==> src/hw/rtl/ird_pkg.sv <==
// Shared types, constants and helpers for the radix digit converter.
// Depends on nothing; every other RTL file imports it.
package ird_pkg;

  localparam int VALUE_BITS = 32;
  localparam int DIG_W      = 4;
  localparam int RADIX_W    = 5;
  localparam int CNT_W      = $clog2(VALUE_BITS) + 1;
  localparam int BIT_W      = $clog2(VALUE_BITS);
  localparam int PADDR_W    = 3;
  localparam int PDATA_W    = 32;

  localparam logic [RADIX_W-1:0] RADIX_RESET = RADIX_W'(10);
  localparam logic [RADIX_W-1:0] RADIX_MIN   = RADIX_W'(2);
  localparam logic [RADIX_W-1:0] RADIX_MAX   = RADIX_W'(16);

  // Register index, taken from the word address.
  localparam logic [PADDR_W-3:0] REG_RADIX = '0;

  typedef enum logic [1:0] {
    ST_IDLE,
    ST_CHECK,
    ST_DIV,
    ST_EMIT
  } ird_state_t;

  typedef struct packed {
    logic             push;
    logic             pop;
    logic [DIG_W-1:0] din;
  } ird_stack_cmd_t;

  // Bases below two act as two, bases above sixteen act as sixteen.
  function automatic logic [RADIX_W-1:0] eff_radix(input logic [RADIX_W-1:0] r);
    logic [RADIX_W-1:0] res;
    res = r;
    if (r < RADIX_MIN) begin
      res = RADIX_MIN;
    end else if (r > RADIX_MAX) begin
      res = RADIX_MAX;
    end
    return res;
  endfunction

endpackage

==> src/hw/rtl/ird_div.sv <==
// Bit-serial restoring divider: one quotient bit per cycle.
// Depends on ird_pkg for widths.
module ird_div
  import ird_pkg::*;
(
  input  logic                  clk,
  input  logic                  rst,
  input  logic                  start,
  input  logic [VALUE_BITS-1:0] dividend,
  input  logic [RADIX_W-1:0]    divisor,
  output logic                  done,
  output logic [VALUE_BITS-1:0] quotient,
  output logic [DIG_W-1:0]      remainder
);

  logic                  running;
  logic [BIT_W-1:0]      bit_cnt;
  logic [VALUE_BITS-1:0] quo;
  logic [DIG_W-1:0]      rem;
  logic [DIG_W:0]        trial;
  logic [DIG_W:0]        diff;
  logic                  take;

  // The remainder stays below the divisor, so it fits in one digit.
  assign trial = {rem, quo[VALUE_BITS-1]};
  assign take  = (trial >= divisor);
  assign diff  = trial - divisor;

  always_ff @(posedge clk) begin
    if (rst) begin
      running <= 1'b0;
      done    <= 1'b0;
      bit_cnt <= '0;
    end else begin
      done <= 1'b0;
      if (start) begin
        running <= 1'b1;
        bit_cnt <= '0;
      end else if (running) begin
        bit_cnt <= bit_cnt + 1'b1;
        if (bit_cnt == BIT_W'(VALUE_BITS - 1)) begin
          running <= 1'b0;
          done    <= 1'b1;
        end
      end
    end
  end

  always_ff @(posedge clk) begin
    if (start) begin
      quo <= dividend;
      rem <= '0;
    end else if (running) begin
      quo <= {quo[VALUE_BITS-2:0], take};
      rem <= take ? diff[DIG_W-1:0] : trial[DIG_W-1:0];
    end
  end

  assign quotient  = quo;
  assign remainder = rem;

endmodule

==> src/hw/rtl/ird_stack.sv <==
// Digit stack built as a shift register; the top of stack is entry 0.
// Depends on ird_pkg for the command struct and depth.
module ird_stack
  import ird_pkg::*;
(
  input  logic             clk,
  input  ird_stack_cmd_t   cmd,
  output logic [DIG_W-1:0] top
);

  logic [DIG_W-1:0] entry [VALUE_BITS];

  always_ff @(posedge clk) begin
    if (cmd.push) begin
      entry[0] <= cmd.din;
      for (int i = 1; i < VALUE_BITS; i++) begin
        entry[i] <= entry[i-1];
      end
    end else if (cmd.pop) begin
      for (int i = 0; i < VALUE_BITS - 1; i++) begin
        entry[i] <= entry[i+1];
      end
    end
  end

  assign top = entry[0];

endmodule

==> src/hw/rtl/integer_to_radix_digits_unit.sv <==
// Radix conversion by repeated division, digits emitted most significant first.
// Each digit but the last takes a check, a 32-step division and a push onto the stack;
// the final quotient is pushed as it stands, then the digits are popped and strobed
// on consecutive cycles. A new number is accepted only while idle, once the last
// digit of the previous one has been emitted. rst is synchronous, clears control state
// and sets radix to 10. The receiver cannot stall; results are strobed once.
module integer_to_radix_digits_unit
  import ird_pkg::*;
(
  input  logic                  clk,
  input  logic                  rst,
  input  logic                  start,
  output logic                  busy,
  input  logic [VALUE_BITS-1:0] value,
  output logic                  result_valid,
  output logic [DIG_W-1:0]      digit,
  output logic                  last_digit,
  input  logic                  psel,
  input  logic                  penable,
  input  logic                  pwrite,
  input  logic [PADDR_W-1:0]    paddr,
  input  logic [PDATA_W-1:0]    pwdata,
  output logic [PDATA_W-1:0]    prdata,
  output logic                  pready
);

  ird_state_t            state, state_next;
  logic [RADIX_W-1:0]    radix;
  logic [RADIX_W-1:0]    base;
  logic [VALUE_BITS-1:0] quot, quot_next;
  logic [CNT_W-1:0]      count, count_next;
  logic                  emit_valid, emit_last;
  logic                  div_start, div_done;
  logic [VALUE_BITS-1:0] div_quo;
  logic [DIG_W-1:0]      div_rem;
  logic [DIG_W-1:0]      stack_top;
  ird_stack_cmd_t        stack_cmd;
  logic                  more;

  // Configuration port.
  assign pready = 1'b1;
  always_ff @(posedge clk) begin
    if (rst) begin
      radix <= RADIX_RESET;
    end else if (psel && penable && pwrite && paddr[PADDR_W-1:2] == REG_RADIX) begin
      radix <= pwdata[RADIX_W-1:0];
    end
  end
  assign prdata = (paddr[PADDR_W-1:2] == REG_RADIX) ?
                  {{(PDATA_W-RADIX_W){1'b0}}, radix} : '0;

  assign base = eff_radix(radix);
  assign busy = (state != ST_IDLE);

  // Another division is due while the quotient is not below the base and fewer than 31 digits are stacked.
  assign more = ((quot[VALUE_BITS-1:RADIX_W] != '0) || (quot[RADIX_W-1:0] >= base)) &&
                (count < CNT_W'(VALUE_BITS - 1));

  always_ff @(posedge clk) begin
    if (rst) begin
      state        <= ST_IDLE;
      count        <= '0;
      result_valid <= 1'b0;
    end else begin
      state        <= state_next;
      count        <= count_next;
      result_valid <= emit_valid;
    end
  end

  always_ff @(posedge clk) begin
    quot <= quot_next;
    if (emit_valid) begin
      digit      <= stack_top;
      last_digit <= emit_last;
    end
  end

  always_comb begin
    state_next    = state;
    quot_next     = quot;
    count_next    = count;
    div_start     = 1'b0;
    emit_valid    = 1'b0;
    emit_last     = 1'b0;
    stack_cmd     = '0;
    unique case (state)
      ST_IDLE: begin
        if (start) begin
          quot_next  = value;
          count_next = '0;
          state_next = ST_CHECK;
        end
      end
      ST_CHECK: begin
        if (more) begin
          div_start  = 1'b1;
          state_next = ST_DIV;
        end else begin
          stack_cmd.push = 1'b1;
          stack_cmd.din  = quot[DIG_W-1:0];
          count_next     = count + 1'b1;
          state_next     = ST_EMIT;
        end
      end
      ST_DIV: begin
        if (div_done) begin
          stack_cmd.push = 1'b1;
          stack_cmd.din  = div_rem;
          quot_next      = div_quo;
          count_next     = count + 1'b1;
          state_next     = ST_CHECK;
        end
      end
      ST_EMIT: begin
        emit_valid    = 1'b1;
        emit_last     = (count == CNT_W'(1));
        stack_cmd.pop = 1'b1;
        count_next    = count - 1'b1;
        if (emit_last) begin
          state_next = ST_IDLE;
        end
      end
      default: begin
        state_next = ST_IDLE;
      end
    endcase
  end

  ird_div u_div (
    .clk       (clk),
    .rst       (rst),
    .start     (div_start),
    .dividend  (quot),
    .divisor   (base),
    .done      (div_done),
    .quotient  (div_quo),
    .remainder (div_rem)
  );

  ird_stack u_stack (
    .clk (clk),
    .cmd (stack_cmd),
    .top (stack_top)
  );

  // The final digit of a transaction is never followed by a strobe in the next cycle.
  a_last_gap: assert property (@(posedge clk) disable iff (rst)
    result_valid && last_digit |=> !result_valid)
    else $error("strobe right after last digit");

  // Every strobe comes from a cycle spent emitting.
  a_strobe_src: assert property (@(posedge clk) disable iff (rst)
    result_valid |-> $past(state == ST_EMIT))
    else $error("strobe without emission");

  // The digit count never exceeds the stack depth.
  a_count_range: assert property (@(posedge clk) disable iff (rst)
    count <= CNT_W'(VALUE_BITS))
    else $error("digit count overflow");

  // A divider result only arrives while waiting for it.
  a_div_done: assert property (@(posedge clk) disable iff (rst)
    div_done |-> state == ST_DIV)
    else $error("divider done outside division");

endmodule

==> config.mk <==
export PLATFORM = sky130hd
export DESIGN_NAME = integer_to_radix_digits_unit
export DESIGN_NICKNAME = d
export VERILOG_FILES = /design/src/hw/rtl/ird_pkg.sv /design/src/hw/rtl/ird_div.sv /design/src/hw/rtl/ird_stack.sv /design/src/hw/rtl/integer_to_radix_digits_unit.sv
export SDC_FILE = /design/constraint.sdc
export NUM_CORES = 1
export LEC_CHECK = 0
export ABC_CLOCK_PERIOD_IN_PS = 5200
export BUFFER_PORTS_ARGS = -buffer_cell sky130_fd_sc_hd__buf_4
export CAP_MARGIN = 30
export CELL_PAD_IN_SITES_DETAIL_PLACEMENT = 0
export CELL_PAD_IN_SITES_GLOBAL_PLACEMENT = 1
export CORE_AREA = 2 2 165 167
export DETAILED_ROUTE_END_ITERATION = 16
export DIE_AREA = 0 0 167 169
export MAX_ROUTING_LAYER = met4
export PLACE_DENSITY_LB_ADDON = 0.05
export SLEW_MARGIN = 20
export SYNTH_ARGS = -nofsm -noshare
export SYNTH_HDL_FRONTEND = slang
export SYNTH_SLANG_ARGS = --single-unit
==> constraint.sdc <==
create_clock -name clk -period 5.2 [get_ports clk]
set_clock_uncertainty 0.1 [all_clocks]
set_input_delay 1.04 -clock clk [delete_from_list [all_inputs] [get_ports clk]]
set_output_delay 1.04 -clock clk [all_outputs]
set_load 0.01 [all_outputs]
# Word-level counts from Yosys, hierarchy flattened
# Memories as Yosys holds them, arrays and structs flattened.
# Index checks and enable logic that the tools add are counted.
[op_classes] add_sub_neg=4 mul=0 div=0 n_lt_le_gt_ge=5 eq_ne=9 n_shift=0 n_mux=67 bitwise=33 n_reduce_logical=15
[op_table] cell="$mux 4" n=34
[op_table] cell="$mux 32" n=4
[op_table] cell="$pmux 32 s2" n=1
[op_table] cell="$or 1x1->1" n=31
[op_table] cell="$reduce_bool 27->1" n=1
[op_table] cell="$pmux 6 s4" n=1
[op_table] cell="$mux 6" n=3
[op_table] cell="$mux 1" n=15
[op_table] cell="$mux 5" n=3
[op_table] cell="$ge 5x5->1" n=2
[op_table] cell="$reduce_and 3->1" n=3
[op_table] cell="$pmux 2 s4" n=1
[op_table] cell="$pmux 4 s2" n=1
[op_table] cell="$add 6x1->6 const B" n=1
[op_table] cell="$eq 6x1->1 const B" n=1
[op_table] cell="$lt 6x5->1 const B" n=1
[op_table] cell="$mux 2" n=3
[op_table] cell="$ne 2x2->1 const B" n=3
[op_table] cell="$reduce_bool 2->1" n=3
[op_table] cell="$sub 6x1->6 const B" n=1
[op_table] cell="$add 5x1->5 const B" n=1
[op_table] cell="$eq 5x5->1 const B" n=1
[op_table] cell="$gt 5x5->1 const B" n=1
[op_table] cell="$lt 5x2->1 const B" n=1
[op_table] cell="11 further kinds" n=16
[totals] register_bits=94 latchBits=0 ramBits=128 rom_bits=0 in_bits=73 output_inout_bits=40 elab_cells=146 n_memories=1
[memory_table] name="u_stack.entry" depth=32 width=4 read_ports=32 rd_ports_with_merged_regs=0 wr=32 line="ird_stack.sv:11" rtl="logic [DIG_W-1:0] entry [VALUE_BITS];"

# Logic depth before layout (Yosys ltp)
# Gate-level depths: netlist of run 1.
[depth] depth_word=11 ltp_mapped=9 depth_no_buf=8

# Modules after synthesis
# From an unflattened synthesis of run 1, not the netlist that was laid out.
[hier_totals] cells_unflattened=673 area_unflattened_um2=10684.0
[by_module_without_submodules] module="ird_stack" n_inst=1 cells_each=272 area_each_um2=5744.3 seq_area_each_um2=3843.7
[by_module_without_submodules] module="integer_to_radix_digits_unit" n_inst=1 cells_each=261 area_each_um2=2939.1 seq_area_each_um2=1391.3
[by_module_without_submodules] module="ird_div" n_inst=1 cells_each=140 area_each_um2=2000.7 seq_area_each_um2=1181.1

# Worst setup path after synthesis of run 1
# No wires, ideal clock.
[synth_path] path_kind="register to register" start="reg radix[2]" end="mem u_stack.entry[0][0], enable pin" setup_ns=0.487 t_arrival_ns=4.653 t_required_ns=4.613 setup_slack_ns=-0.040 stages_incl_launch_ff=10 path_buffers=1 synth_period_minus_slack_ns=5.240 cell_sequence="dfxtp_1 nor2_1 o21ai_0 ha_1 nand2_1 o21ai_0 a311oi_4 a31oi_4 buf_6 nand2_1"
[synth_rtl] element="start, declared" line="integer_to_radix_digits_unit.sv:28" rtl="logic [RADIX_W-1:0] radix;"
[synth_rtl] element="start signal, assigned" line="integer_to_radix_digits_unit.sv:46" rtl="radix <= pwdata[RADIX_W-1:0];"
[synth_rtl] element="end, declared" line="ird_stack.sv:11"

==> results.toml, run 1 <==
[outcome]
status = "finished, final reports clean"

[clock_network]
cts_hold_buf = 0
clock-root-buffer = "clkbuf_16"
clk_latency_ns = 0.53
ctsHtreeMaxLevel = 1
ctsResizeCount = 0
cts_buffers = 26
cts_tree = "done"
clockBufferDepth = 3
path_clk_slew_ns = 0.06
postCtsSetupBuffers = 0
cts.sinks = 222

[layout]
final_nets = 813
seqCellArea_sq_mm = 0.00642
fin_area_sq_mm = 0.0119
multi_input_area_sq_mm = 0.00370
drive_above_1_share = 0.403
n_fill_cell = 2314
n_antenna_cell = 0
fin_cells = 1080
syn_to_final_growth_pct = 14.5

[placement]
place_area_sq_mm = 0.0111
place.gp.congestion = 0.730
io_buffers = 55
detailed_place_hpwl_mm = 11.6
place_inst = 1031

[detailed_routing]
dr_total_vias = 5354
first_pass_iters = 4
via_per_inst = 4.96
route.detailed.drc = 0
wirelength_mm = 18.5
drt_iter0_markers = 410
routedWlPerCell_um = 17.1
final_antenna_net_count = 0

[global_route]
grt_pass1_vias = 5664
grt.total_usage = 0.135
grt_first_pass_wirelength_mm = 30.3
grt_overflow = 0
antenna_found_initial = 0
grt_max_degree = 94

[timing]
worstMarginPinSlew_ns = 0.850
fin_crit_ns = 3.71
timing.final.crit_share = 0.714
hold_violations = 0
slew_violations = 0
fin_setup_tns_ns = 0
setup_violations = 0
achievable-frequency_mhz = 269
rsz0062_at_grt = "false"
relSlewSlack = 0.433

[synthesis]
yosysMostFrequentCell = "edfxtp_1"
synthArstFlopShare = 0
synth-seq-cells = 222
yosysSeqAreaShare = 0.615
synthTopCellsByArea = "edfxtp_1 (57%), mux2_2 (15%), mux2_4 (6.9%), dfxtp_1 (4.8%), ha_1 (2.4%)"
avgSynthCellArea_sq_um = 15.8
yosys_most_used_dff = "edfxtp_1"
synth_common_cells = "edfxtp_1 (197), mux2_2 (135), mux2_4 (48), buf_4 (28), dfxtp_1 (25)"
synth_edf_count = 197
ys_types = 55
synth_warnings = 0
syn_inst = 660
yosys.area.top_type_share = 0.567
synth_area_leader_cell = "edfxtp_1"
synth_area_sq_mm = 0.0104

[setup_path]
cp-end-kind = "flop"
r2r_start = "radix[4]"
cp_max_fo = 38
crit_type = "flop to flop"
worstSetupStartpoint = "radix[4]"
critPathArrivalTime_ns = 3.89
critPathLaunchType = "flop"
critical_path_required_ns = 5.38

[floorplanning]
core_area_sq_mm = 0.0265
die_y_um = 169
die_area_sq_mm = 0.0282
die_x_um = 167
start_util = 0.393
ios = 113
rows = 60

[min_path]
hp-class = "flop to flop"
min_from = "u_stack.entry[0][0]"

[pwr]
p_leak_uw = 0.00413
power_density_mw_per_mm2 = 470
worst_ir_drop_vdd_mv = 0.290

[run]
maxCapViolations = 0
## final timing paths
path,endpoint,slack (ns),cells past startpoint
worst min-delay path,digit[0],0.35,0
worst max-delay path,u_stack.entry[0][95],1.49,10
worst max register to register,u_stack.entry[0][95],1.49,10
worst min register to register,digit[0],0.35,0
## cells by family after synthesis
| kind of cell | count (synthesis) | synth area share |
|---|---|---|
| flip-flops | 222 | 0.615 |
| AO/OA/AOI/OAI | 47 | 0.0353 |
| AND/OR/NAND/NOR | 91 | 0.0461 |
| multiplexers | 197 | 0.228 |
| XOR/XNOR | 7 | 0.00588 |
| other | 2 | 0.000720 |
| buffers and inverters | 73 | 0.0424 |
| adder cells (fa/ha/maj) | 21 | 0.0259 |
## report_power, final
part	switching [uW]	leakage (uW)	internal, uW
Sequential	210	0.00183	2470
Combinational	649	0.00190	531
Clock	727	0.000405	1020
Total	1590	0.00413	4020
## flip-flops by register name (all words and copies together), names as in the netlist, 2 cells and up
register and count:
quot 32, u_div.bit_cnt 5, digit 4, count 6, radix 5, u_div.remainder 4
u_stack.entry 128, state 2, u_div.quotient 32
## area by class of cell
class	count	share of cell area
sequential	222	0.538
multi-input combinational	391	0.310
clock buffer	31	0.0561
timing repair buffer	63	0.0434
tap	341	0.0358
clock inverter	17	0.0122
inverter	15	0.00472
## worst max-delay path: stages (launching register included)
cell and delay, ns:
dfxtp_1 0.31, inv_1 0.20, o21ai_0 0.28, ha_1 0.35, nand2_1 0.04, o21ai_0 0.31
a311oi_4 0.21, a31oi_4 0.26, buf_4 0.33, buf_4 0.61, mux2_2 0.40
## layer usage
| layer | wire length, um | global-route usage | up-vias |
|---|---|---|---|
| met3 | 711 | 0.0257 | 23 |
| met2 | 8580 | 0.213 | 92 |
| met5 | 0 | - | - |
| li1 | - | - | 2578 |
| met1 | 8970 | 0.180 | 2661 |
| met4 | 257 | 0.0337 | 0 |
## placed cells by master, fill, tap and decap left out, types with 8 or more instances in the layout
master	count
dfxtp_1	25
mux2_4	48
nand2_1	16
nor2b_1	8
mux2i_1	14
nand3_1	10
nand2b_1	9
o21ai_0	12
conb_1	28
inv_1	15
edfxtp_1	197
clkinv_2	10
nor2_1	15
ha_1	19
buf_4	60
clkbuf_16	26
mux2_2	135
## through the flow
step                      power (uW)  hold slack, ns  utilization  worst slack [ns]
final                           5600           0.354        0.450              1.49
after global routing            5920           0.371        0.450              1.22
after CTS                       5690           0.351        0.450              1.39
after detailed placement        3910           0.337        0.419              1.39
after global placement          3850           0.342        0.418              1.38
after floorplan                 3540           0.322            -              1.16
Note: power is estimated with default switching activity, not from simulation.
==> inputs of run 2 (changes only) <==
- ABC_CLOCK_PERIOD_IN_PS: 5200 -> 3050
- clock period: 5.2 -> 3.05 ns (I/O delays scaled with it)
==> results.toml, run 2 (same netlist as run 1, synthesis figures left out) <==
[outcome]
status = "finished, final reports clean"

[clock_network]
postCtsSetupBuffers = 0
cts_tree = "done"
ctsHtreeMaxLevel = 1
cts_buffers = 27
clock-root-buffer = "clkbuf_16"
ctsResizeCount = 0
cts.sinks = 222
path_clk_slew_ns = 0.06
cts_hold_buf = 0
clk_latency_ns = 0.54
clockBufferDepth = 3

[pwr]
p_clk_frac = 0.302
p_leak_uw = 0.00425
swShare = 0.282
p_int_uw = 6920
power_density_mw_per_mm2 = 791
pwr-share-comb = 0.225
worst_ir_drop_vdd_mv = 0.484
seq_power_share = 0.474
p_switching_uw = 2720

[floorplanning]
core_area_sq_mm = 0.0265
start_util = 0.393
ios = 113
die_area_sq_mm = 0.0282
die_x_um = 167
die_y_um = 169
rows = 60

[setup_path]
cp_slowest_stage_delay_ns = 0.38
crit_family = "compound AO/OA/AOI/OAI gates"
r2r_start = "radix[3]"
cp_max_fo = 12
critPathArrivalTime_ns = 3.09
worstRegToRegCells = 10
cpMostUsedCell = "buf_4"
r2r_end = "u_div.quotient[24]"
crit_cells = 10
slowest_stage = "dfxtp_1"
cp-end-kind = "flop"
critPathLaunchType = "flop"
crit_path_cell_trace = "o311a_1, ha_1, nor2b_1, o21ai_1, buf_4, a311oi_4, buf_4, nor2_4, clkbuf_16, mux2_2"
crit_buf_inv = 3
crit_type = "flop to flop"
r2r_slack_ns = 0.14
critical_path_required_ns = 3.23

[min_path]
min_from = "pwdata[4]"
hold_path_end = "radix[4]"
hp-class = "input pin to flop"
hold_path_depth = 3

[timing]
fin_crit_ns = 2.91
fin_setup_tns_ns = 0
post-route-worst-setup-slack_ns = 0.142
slew_violations = 0
setup_violations = 0
timing.final.crit_share = 0.953
achievable-frequency_mhz = 344
worstMarginPinSlew_ns = 0.704
rsz0062_at_grt = "false"
relSlewSlack = 0.530
hold-worst-slack_ns = 0.212
hold_violations = 0

[layout]
top_register = "u_stack.entry"
largest_reg_flops = 128
final_cell_mix = "edfxtp_1 (197), mux2_2 (135), buf_4 (67), mux2_4 (48)"
multi_input_area_sq_mm = 0.00371
syn_to_final_growth_pct = 16.8
seqCellArea_sq_mm = 0.00642
n_fill_cell = 2321
layout_commonest_cell = "edfxtp_1"
fin_cells = 1097
n_antenna_cell = 0
drive_above_1_share = 0.413
final_nets = 831

[detailed_routing]
drt_iter0_markers = 293
final_antenna_net_count = 0
dr_total_vias = 5437
wirelength_mm = 18.8
via_per_inst = 4.96
first_pass_iters = 4
routedWlPerCell_um = 17.2
route.detailed.drc = 0

[global_route]
grt_pass1_vias = 5799
grt_first_pass_wirelength_mm = 30.1
grt.total_usage = 0.135
grt_overflow = 0
grt_max_degree = 46
antenna_found_initial = 0

[placement]
io_buffers = 55
detailed_place_hpwl_mm = 12.3
preCtsSetupSlack_ns = 0.0423
place.gp.congestion = 0.756
place_inst = 1048

[run]
maxCapViolations = 0
## run 2: cell types whose count changed in the layout (fill, tap and decap cells not counted), moves of 2 or more
| cell | change |
|---|---|
| buf_4 | +7 |
| o21ai_1 | +2 |
| bufinv_16 | -2 |
| clkbuf_8 | +3 |
| clkinv_2 | -5 |
| clkbuf_1 | +3 |
| buf_12 | +10 |
| o21ai_0 | -2 |
| clkbuf_16 | +2 |
| inv_6 | +2 |
## run 2: power by group through the flow
stage | Combinational [uW] | Clock [uW] | Sequential [uW]
2_1_floorplan | 1580 | 0 | 4450
3_3_place_gp | 2100 | 0 | 4610
3_5_place_dp | 2160 | 0 | 4620
4_1_cts | 2170 | 3010 | 4570
5_1_grt | 2370 | 3140 | 4650
6_report | 2160 | 2910 | 4560
## run 2: worst min-delay path, stage by stage
cell and delay [ns]:
buf_4 0.08, mux2i_1 0.05, nor2_1 0.07
## run 2: area by class of cell
class,instances,area share
Clock buffer,38,0.0613
Clock inverter,10,0.00442
Inverter,15,0.00462
Multi-Input combinational cell,391,0.305
Sequential cell,222,0.527
Tap cell,341,0.0350
Timing Repair Buffer,80,0.0631
## run 2: stage by stage
| stage | utilization | power (uW) | instance area, sq um |
|---|---|---|---|
| 2_1_floorplan | - | 6030 | 10500 |
| 3_3_place_gp | 0.428 | 6710 | 11400 |
| 3_5_place_dp | 0.428 | 6780 | 11400 |
| 4_1_cts | 0.459 | 9750 | 12200 |
| 5_1_grt | 0.460 | 10200 | 12200 |
| 6_report | 0.460 | 9640 | 12200 |
## run 2: worst max path at each step
stage	from	end	slack (ns)
after floorplan	radix[2]	u_stack.entry[0][0]	0.01
after global placement	radix[3]	u_stack.entry[0][77]	0.07
after detailed placement	radix[3]	u_stack.entry[0][89]	0.04
after CTS	radix[3]	u_stack.entry[0][81]	0.03
after global routing	radix[2]	u_div.quotient[31]	0.03
final	radix[3]	u_div.quotient[24]	0.14
## run 2: per-layer routing
metal	part of all wire	GRT usage	wire length, um
met1	0.46	0.174	8700
met3	0.029	0.0220	551
met2	0.48	0.219	9060
met5	0	-	0
met4	0.028	0.0439	532
